--- config.mk ---
export PLATFORM = sky130hd
export DESIGN_NAME = sfl_alu
export DESIGN_NICKNAME = d
export VERILOG_FILES = /design/src/hw/rtl/sfl_pkg.sv /design/src/hw/rtl/sfl_alu.sv
export SDC_FILE = /design/constraint.sdc
export NUM_CORES = 1
export LEC_CHECK = 0
export BUFFER_PORTS_ARGS = -buffer_cell sky130_fd_sc_hd__buf_2
export CORE_ASPECT_RATIO = 1.75
export CORE_MARGIN = 5
export CORE_UTILIZATION = 45
export DETAILED_ROUTE_END_ITERATION = 10
export PLACE_DENSITY_LB_ADDON = 0.12
export SYNTH_ARGS = -nofsm -noshare
export SYNTH_HDL_FRONTEND = slang
export SYNTH_SLANG_ARGS = --single-unit
--- constraint.sdc ---
create_clock -name vclk -period 3.4
set_input_delay 0.68 -clock vclk [all_inputs]
set_output_delay 0.68 -clock vclk [all_outputs]
set_load 0.03 [all_outputs]
--- src/hw/rtl/sfl_pkg.sv ---
package sfl_pkg;

   localparam int ADDR_W   = 64;
   localparam int TAG_W    = 16;
   localparam int CMD_W    = 2;
   localparam int STATUS_W = 3;

   localparam logic [CMD_W-1:0] CMD_CLEAR  = 2'd0;
   localparam logic [CMD_W-1:0] CMD_INSERT = 2'd1;
   localparam logic [CMD_W-1:0] CMD_LOOKUP = 2'd2;

   typedef enum logic [STATUS_W-1:0] {
      ST_INSERTED = 3'd0,
      ST_FULL     = 3'd1,
      ST_CLEARED  = 3'd2,
      ST_NONE     = 3'd3,
      ST_EXACT    = 3'd4,
      ST_BELOW    = 3'd5
   } status_type;

   typedef struct packed {
      logic              lt;
      logic              eq;
      logic [ADDR_W-1:0] diff;
   } alu_res_type;

endpackage

--- src/hw/rtl/sfl_alu.sv ---
module sfl_alu import sfl_pkg::*; (
   input  logic [ADDR_W-1:0] entry_addr,
   input  logic [ADDR_W-1:0] key,
   output alu_res_type       res
);

   always_comb begin
      res.lt   = entry_addr < key;
      res.eq   = entry_addr == key;
      res.diff = key - entry_addr;
   end

endmodule

==> run summary, run 1 <==
Post-DP HPWL = 15600 um
Synthesized Nets = 852
# rows = 46
Largest cells by area after synthesis = ha_1 19%, a21oi_1 9.4%, inv_1 7.5%, xnor2_1 6.9%, nand2_1 6.1%
Port bufs = 194
Synthesis warning total = 0
Setup WS pre-CTS = -0.587 ns
Top-area cell type share of the netlist area = 0.191
Gpl congestion = 0.971
Die Y = 138 um
Mapped Cells = 659
Worst endpoint type = top-level output
Register area share after synthesis = 0
Stop stage = global routing
Effective utilization at floorplan = 0.462
Yosys top cell by area = ha_1
Last worst endpoint in the global-route repair_timing = res[62]
Count leader, synth = inv_1
Outcome = aborted with a tool error
First error = [ERROR DPL-0038] Utilization greater than 100%, impossible to legalize
Post-synth top cells = 84 x inv_1, 79 x a21oi_1, 68 x nand2_1
Synth cell types = 61
IO Pins = 194
Largest net degree at the start of global routing = 12
Cell Area, Synth = 4200 sq um
Syn Area/Cell = 6.38 sq um
Chip width = 83.0 um
## kinds of logic after synthesis
logic type,after synthesis,share of synthesized area
buffers and inverters,107,0.101
muxes,1,0.00238
and+or+nand+nor,205,0.236
xor gates and xnor gates,58,0.121
AOI/OAI and AO/OA,223,0.345
adders and majority gates,65,0.195
## per-stage QoR
stage | instance area [sq um] | hold WS (ns) | cells | utilization
floorplan | 4680 | 1.58 | 659 | -
global placement | 7200 | 1.79 | 1153 | 0.791
detailed placement | 7200 | 1.79 | 1153 | 0.791
CTS | 8630 | 1.80 | 1186 | 0.949
## repair_timing
item | 4_1_cts
hold buffers | 0
pin swaps | 92
resized for setup | 274
buffers inserted | 37
setup endpoints to repair | 49
==> run 2: changes to the inputs <==
--- a/config.mk
+++ b/config.mk
@@ -6,11 +6,10 @@
 export NUM_CORES = 1
 export LEC_CHECK = 0
 export BUFFER_PORTS_ARGS = -buffer_cell sky130_fd_sc_hd__buf_2
-export CORE_ASPECT_RATIO = 1.75
 export CORE_MARGIN = 5
-export CORE_UTILIZATION = 45
+export CORE_UTILIZATION = 40
 export DETAILED_ROUTE_END_ITERATION = 10
-export PLACE_DENSITY_LB_ADDON = 0.12
+export PLACE_DENSITY_LB_ADDON = 0.15
 export SYNTH_ARGS = -nofsm -noshare
 export SYNTH_HDL_FRONTEND = slang
 export SYNTH_SLANG_ARGS = --single-unit
==> constraint.sdc (replaced) <==
create_clock -name vclk -period 4.4
set_input_delay 0.88 -clock vclk [all_inputs]
set_output_delay 0.88 -clock vclk [all_outputs]
set_load 0.03 [all_outputs]
==> run summary, run 2 <==
IO Pins = 194 (unchanged)
Syn Area/Cell = 6.38 sq um (unchanged)
Worst EP arrival = 3.43 ns
Most frequent cells in the layout = 185 x buf_2, 84 x inv_1, 71 x a21oi_1
First-pass GRT wire length = 23400 um
Finished Cell Area = 5820 sq um
Via-to-Cell Ratio = 5.30
Gr ovfl total = 0
Setup crit start kind = input port
P per Cell Area = 204 nW/um^2
Final Max Tran Viols = 0
Post-DP HPWL = 12500 um (-20%)
Final Hold Viols = 0
Synthesized Nets = 852 (unchanged)
Tot GR Track Use = 0.209
Initial DRC count = 248
Yosys top cell by area = ha_1
Seq. cell area = 0 sq um
Cell Area, Synth = 4200 sq um (unchanged)
Port bufs = 194 (unchanged)
Initial antenna violation count = 0
FILL cells = 1092
Number of clock buffers in the layout = 0
Slowest-stage cell, CP = fa_2
N_diodes = 0
Seq_cells = 0
Multi-input gate area = 3950 sq um
Nets = 1076
Finish-stage setup viols = 0
Worst-margin pin slew = 0.519 ns
Register area share after synthesis = 0 (unchanged)
Outcome = finished clean
Top Family by Delay on Critical Path = compound AO/OA/AOI/OAI gates
Slew HR = 0.653
Top-area cell type share of the netlist area = 0.191 (unchanged)
Largest net degree at the start of global routing = 14
Vias in the first global route = 5201
Post-synth top cells = 84 x inv_1, 79 x a21oi_1, 68 x nand2_1
Mapped Cells = 659 (unchanged)
Post-route ant nets = 0
Vias = 5388
Placed inst area = 5570 sq um (-23%)
Die area = 12700 sq um
Gpl congestion = 0.911 (-6.2%)
Die Y = 112 um (-18%)
Period utilisation layout = 0.980
DRC violations left = 0
Cts hold-fix bufs = 0 (unchanged)
Final wirelength = 14200 um
Minimum clock period = 4.31 ns
Area grow syn2layout = 38.4%
Max stage delay on crit path = 0.39 ns
Total power draw = 1.19 mW
CP Capture Type = output pin
Fmax achieved = 0.232 GHz
Synth cell types = 61 (unchanged)
Chip width = 112 um (+35%)
Effective utilization at floorplan = 0.409 (-0.0532)
Leakage power figure = 3.10 nW
Count leader, synth = inv_1
Synthesis warning total = 0 (unchanged)
Type of the tightest min-delay check = input port to output pin
Avg WL per Cell = 14.0 um
Largest cells by area after synthesis = ha_1 19%, a21oi_1 9.4%, inv_1 7.5%, xnor2_1 6.9%, nand2_1 6.1%
Share of layout cells above drive strength 1 = 0.336
First-pass DRT Iterations = 5
Core area = 10300 sq um
Max rail drop VDD = 0.000103 V
Setup CP Type = input port to output pin
# rows = 37 (-20%)
Worst EP required = 3.52 ns
Commonest non-fill, non-tap cell in the layout = buf_2
Max cap viols = 0
Crit path buf inv count = 2
Critical path cell sequence = buf_2, ha_2, fa_2, nor2b_4, o2111ai_4, a31oi_4, o21ai_4, a211oi_4, o21ai_2, or3_1, nand3_1, xor2_1, buf_4
CP max FO = 3
run 2: cell counts after synthesis:
No cell type changed its count.
run 2: worst paths after layout:
kind,start,to,slack (ns),cells after the start
hold / removal,entry_addr[0],res[0],2.21,4
setup / recovery,entry_addr[0],res[58],0.09,13
run 2: cells by family after synthesis:
family | Yosys count | synth area share
AND/OR/NAND/NOR | 205 | 0.236
AO/OA/AOI/OAI | 223 | 0.345
multiplexers | 1 | 0.00238
buffers and inverters | 107 | 0.101
adder cells (fa/ha/maj) | 65 | 0.195
XOR/XNOR | 58 | 0.121
run 2: tightest hold or removal path, cell delays in order:
cell and delay (ns):
buf_2 0.08, ha_2 0.17, inv_1 0.03, buf_2 0.16
run 2: layer usage:
metal	part of all wire	GRT usage
met5	0	0
met1	0.45	0.286
met4	0.00098	0.00561
met3	0.065	0.0178
met2	0.48	0.376
run 2: through the flow:
| stage | hold WS [ns] | setup slack (ns) | setup TNS, ns | instances | utilization |
|---|---|---|---|---|---|
| floorplan | 2.01 | 0.0777 | 0 | 659 | - |
| global placement | 2.19 | -0.0551 | -0.0727 | 1010 | 0.542 |
| detailed placement | 2.19 | -0.176 | -0.547 | 1010 | 0.542 |
| CTS | 2.19 | 0.000258 | 0 | 1011 | 0.548 |
| global route | 2.23 | -0.00278 | -0.00278 | 1017 | 0.566 |
| finish | 2.21 | 0.0871 | 0 | 1017 | 0.566 |
run 2: cell type report:
class,instances,area share
multi-input combinational,552,0.679
tap,136,0.0293
timing repair buffer,245,0.237
inverter,84,0.0542
run 2: timing repair:
| action | in CTS | in global routing |
|---|---|---|
| setup endpoints to repair | 8 | 22 |
| setup buffers | 1 | 6 |
| gates cloned | 0 | 0 |
| resized for setup | 13 | 41 |
| pin swaps | 5 | 19 |
run 2: report_power, final:
group	total [mW]	internal [mW]	switching [mW]	leakage [nW]
Sequential	0	0	0	0
Clock	0	0	0	0
Combinational	1.19	0.445	0.744	3.10
Total	1.19	0.445	0.744	3.10
Note: power is estimated with default switching activity, not from simulation.
==> run 3: changes to the inputs <==
==> constraint.sdc (replaced) <==
create_clock -name vclk -period 4.4
set_input_delay 0.88 -clock vclk [all_inputs]
set_output_delay 0.88 -clock vclk [all_outputs]
set_load 0.005 [all_outputs]
==> run summary, run 3 (synthesis gave the netlist of run 2 again) <==
Finish-stage setup viols = 0 (unchanged)
Final Max Tran Viols = 0 (unchanged)
Avg WL per Cell = 14.4 um (+2.9%)
# rows = 37 (unchanged)
Area grow syn2layout = 35.6%
Max rail drop VDD = 0.0000701 V (-32%)
First-pass GRT wire length = 23600 um (+0.59%)
Placed inst area = 5390 sq um (-3.2%)
Outcome = finished clean
Largest net degree at the start of global routing = 14 (unchanged)
N_diodes = 0 (unchanged)
Setup CP Type = input port to output pin
Minimum clock period = 4.30 ns (-0.00886 ns)
RSZ-0062 raised after global routing = true
Setup crit start kind = input port
Final wirelength = 14300 um (+0.39%)
Finished Cell Area = 5700 sq um (-2.0%)
Slew HR = 0.639 (-0.0138)
IO Pins = 194 (unchanged)
Initial antenna violation count = 0 (unchanged)
CP max FO = 3 (unchanged)
Post-DP HPWL = 12300 um (-1.1%)
Non-filler instance count after layout = 992 (-2.5%)
Nets = 1051 (-2.3%)
Most frequent cells in the layout = 194 x buf_2, 84 x inv_1, 72 x a21oi_1
Seq_cells = 0 (unchanged)
Leakage power figure = 2.99 nW (-3.6%)
Post-route ant nets = 0 (unchanged)
DRC violations left = 0 (unchanged)
First-pass DRT Iterations = 5 (unchanged)
Number of clock buffers in the layout = 0 (unchanged)
CP Capture Type = output pin
Worst-margin pin slew = 0.537 ns (+0.0176 ns)
Type of the tightest min-delay check = input port to output pin
P per Cell Area = 158 nW/um^2 (-23%)
Worst EP arrival = 3.42 ns (about the same)
Tot GR Track Use = 0.209 (about the same)
Share of layout cells above drive strength 1 = 0.326 (-0.0100)
Core area = 10300 sq um (unchanged)
Initial DRC count = 164 (-34%)
Max cap viols = 0 (unchanged)
Die Y = 112 um (unchanged)
Multi-input gate area = 4040 sq um (+2.4%)
Final Hold Viols = 0 (unchanged)
Gpl congestion = 0.884 (-3.0%)
Worst EP required = 3.52 ns (about the same)
DP Cell Count = 987 (-2.3%)
Via-to-Cell Ratio = 5.39 (+1.6%)
Commonest non-fill, non-tap cell in the layout = buf_2
Fmax achieved = 0.232 GHz (+0.21%)
Port bufs = 194 (unchanged)
Chip width = 112 um (unchanged)
Vias = 5342 (-0.85%)
Period utilisation layout = 0.978 (-0.00201)
Vias in the first global route = 5162 (-0.75%)
Seq. cell area = 0 sq um (unchanged)
Die area = 12700 sq um (unchanged)
Effective utilization at floorplan = 0.409 (unchanged)
Final setup TNS = 0 ns (unchanged)
Gr ovfl total = 0 (unchanged)
FILL cells = 1082 (-0.92%)
-- run 3: what timing repair did --
item,4_1_cts,5_1_grt
gates resized for setup,2,53
hold buffers,0,0
setup buffers,0,5
pin swaps,1,16
gates cloned,0,0
setup endpoints to repair,3,22
-- run 3: final timing paths --
check	from	to	slack (ns)	cells past startpoint
worst max-delay path	entry_addr[0]	res[58]	0.1	13
worst min-delay path	entry_addr[0]	res[0]	2.16	4
-- run 3: routing by layer --
metal	up-vias	wire [um]	global-route usage
met5	-	0	0
met4	0	25	0.00962
met3	4	808	0.0199
met2	162	6930	0.368
met1	2440	6520	0.290
li1	2736	-	-
-- run 3: worst max-delay path: stages --
cell and delay, ns:
buf_2 0.10, ha_1 0.22, fa_2 0.39, nor2b_4 0.18, o2111ai_4 0.15, a31oi_4 0.26, o21ai_4 0.09, a211oi_4 0.26
o21ai_2 0.12, or3_1 0.35, nand3_1 0.10, xor2_1 0.17, buf_2 0.14
-- run 3: layout make-up --
class	instances	area share
Multi-Input combinational cell	552	0.710
Timing Repair Buffer	220	0.205
Inverter	84	0.0553
Tap cell	136	0.0299
-- run 3: per-stage QoR --
step / utilization / hold slack, ns / power (mW) / worst slack [ns]
2_1_floorplan: - / 1.92 / 0.530 / 0.407
3_3_place_gp: 0.525 / 2.15 / 0.846 / -0.000600
3_5_place_dp: 0.525 / 2.16 / 0.852 / -0.0886
4_1_cts: 0.526 / 2.17 / 0.859 / -0.0212
5_1_grt: 0.555 / 2.19 / 1.00 / -0.0445
6_report: 0.555 / 2.16 / 0.902 / 0.0960
-- run 3: power breakdown --
group | switching (mW) | leakage (nW) | internal, mW | total (mW)
combinational | 0.485 | 2.99 | 0.417 | 0.902
clock | 0 | 0 | 0 | 0
sequential | 0 | 0 | 0 | 0
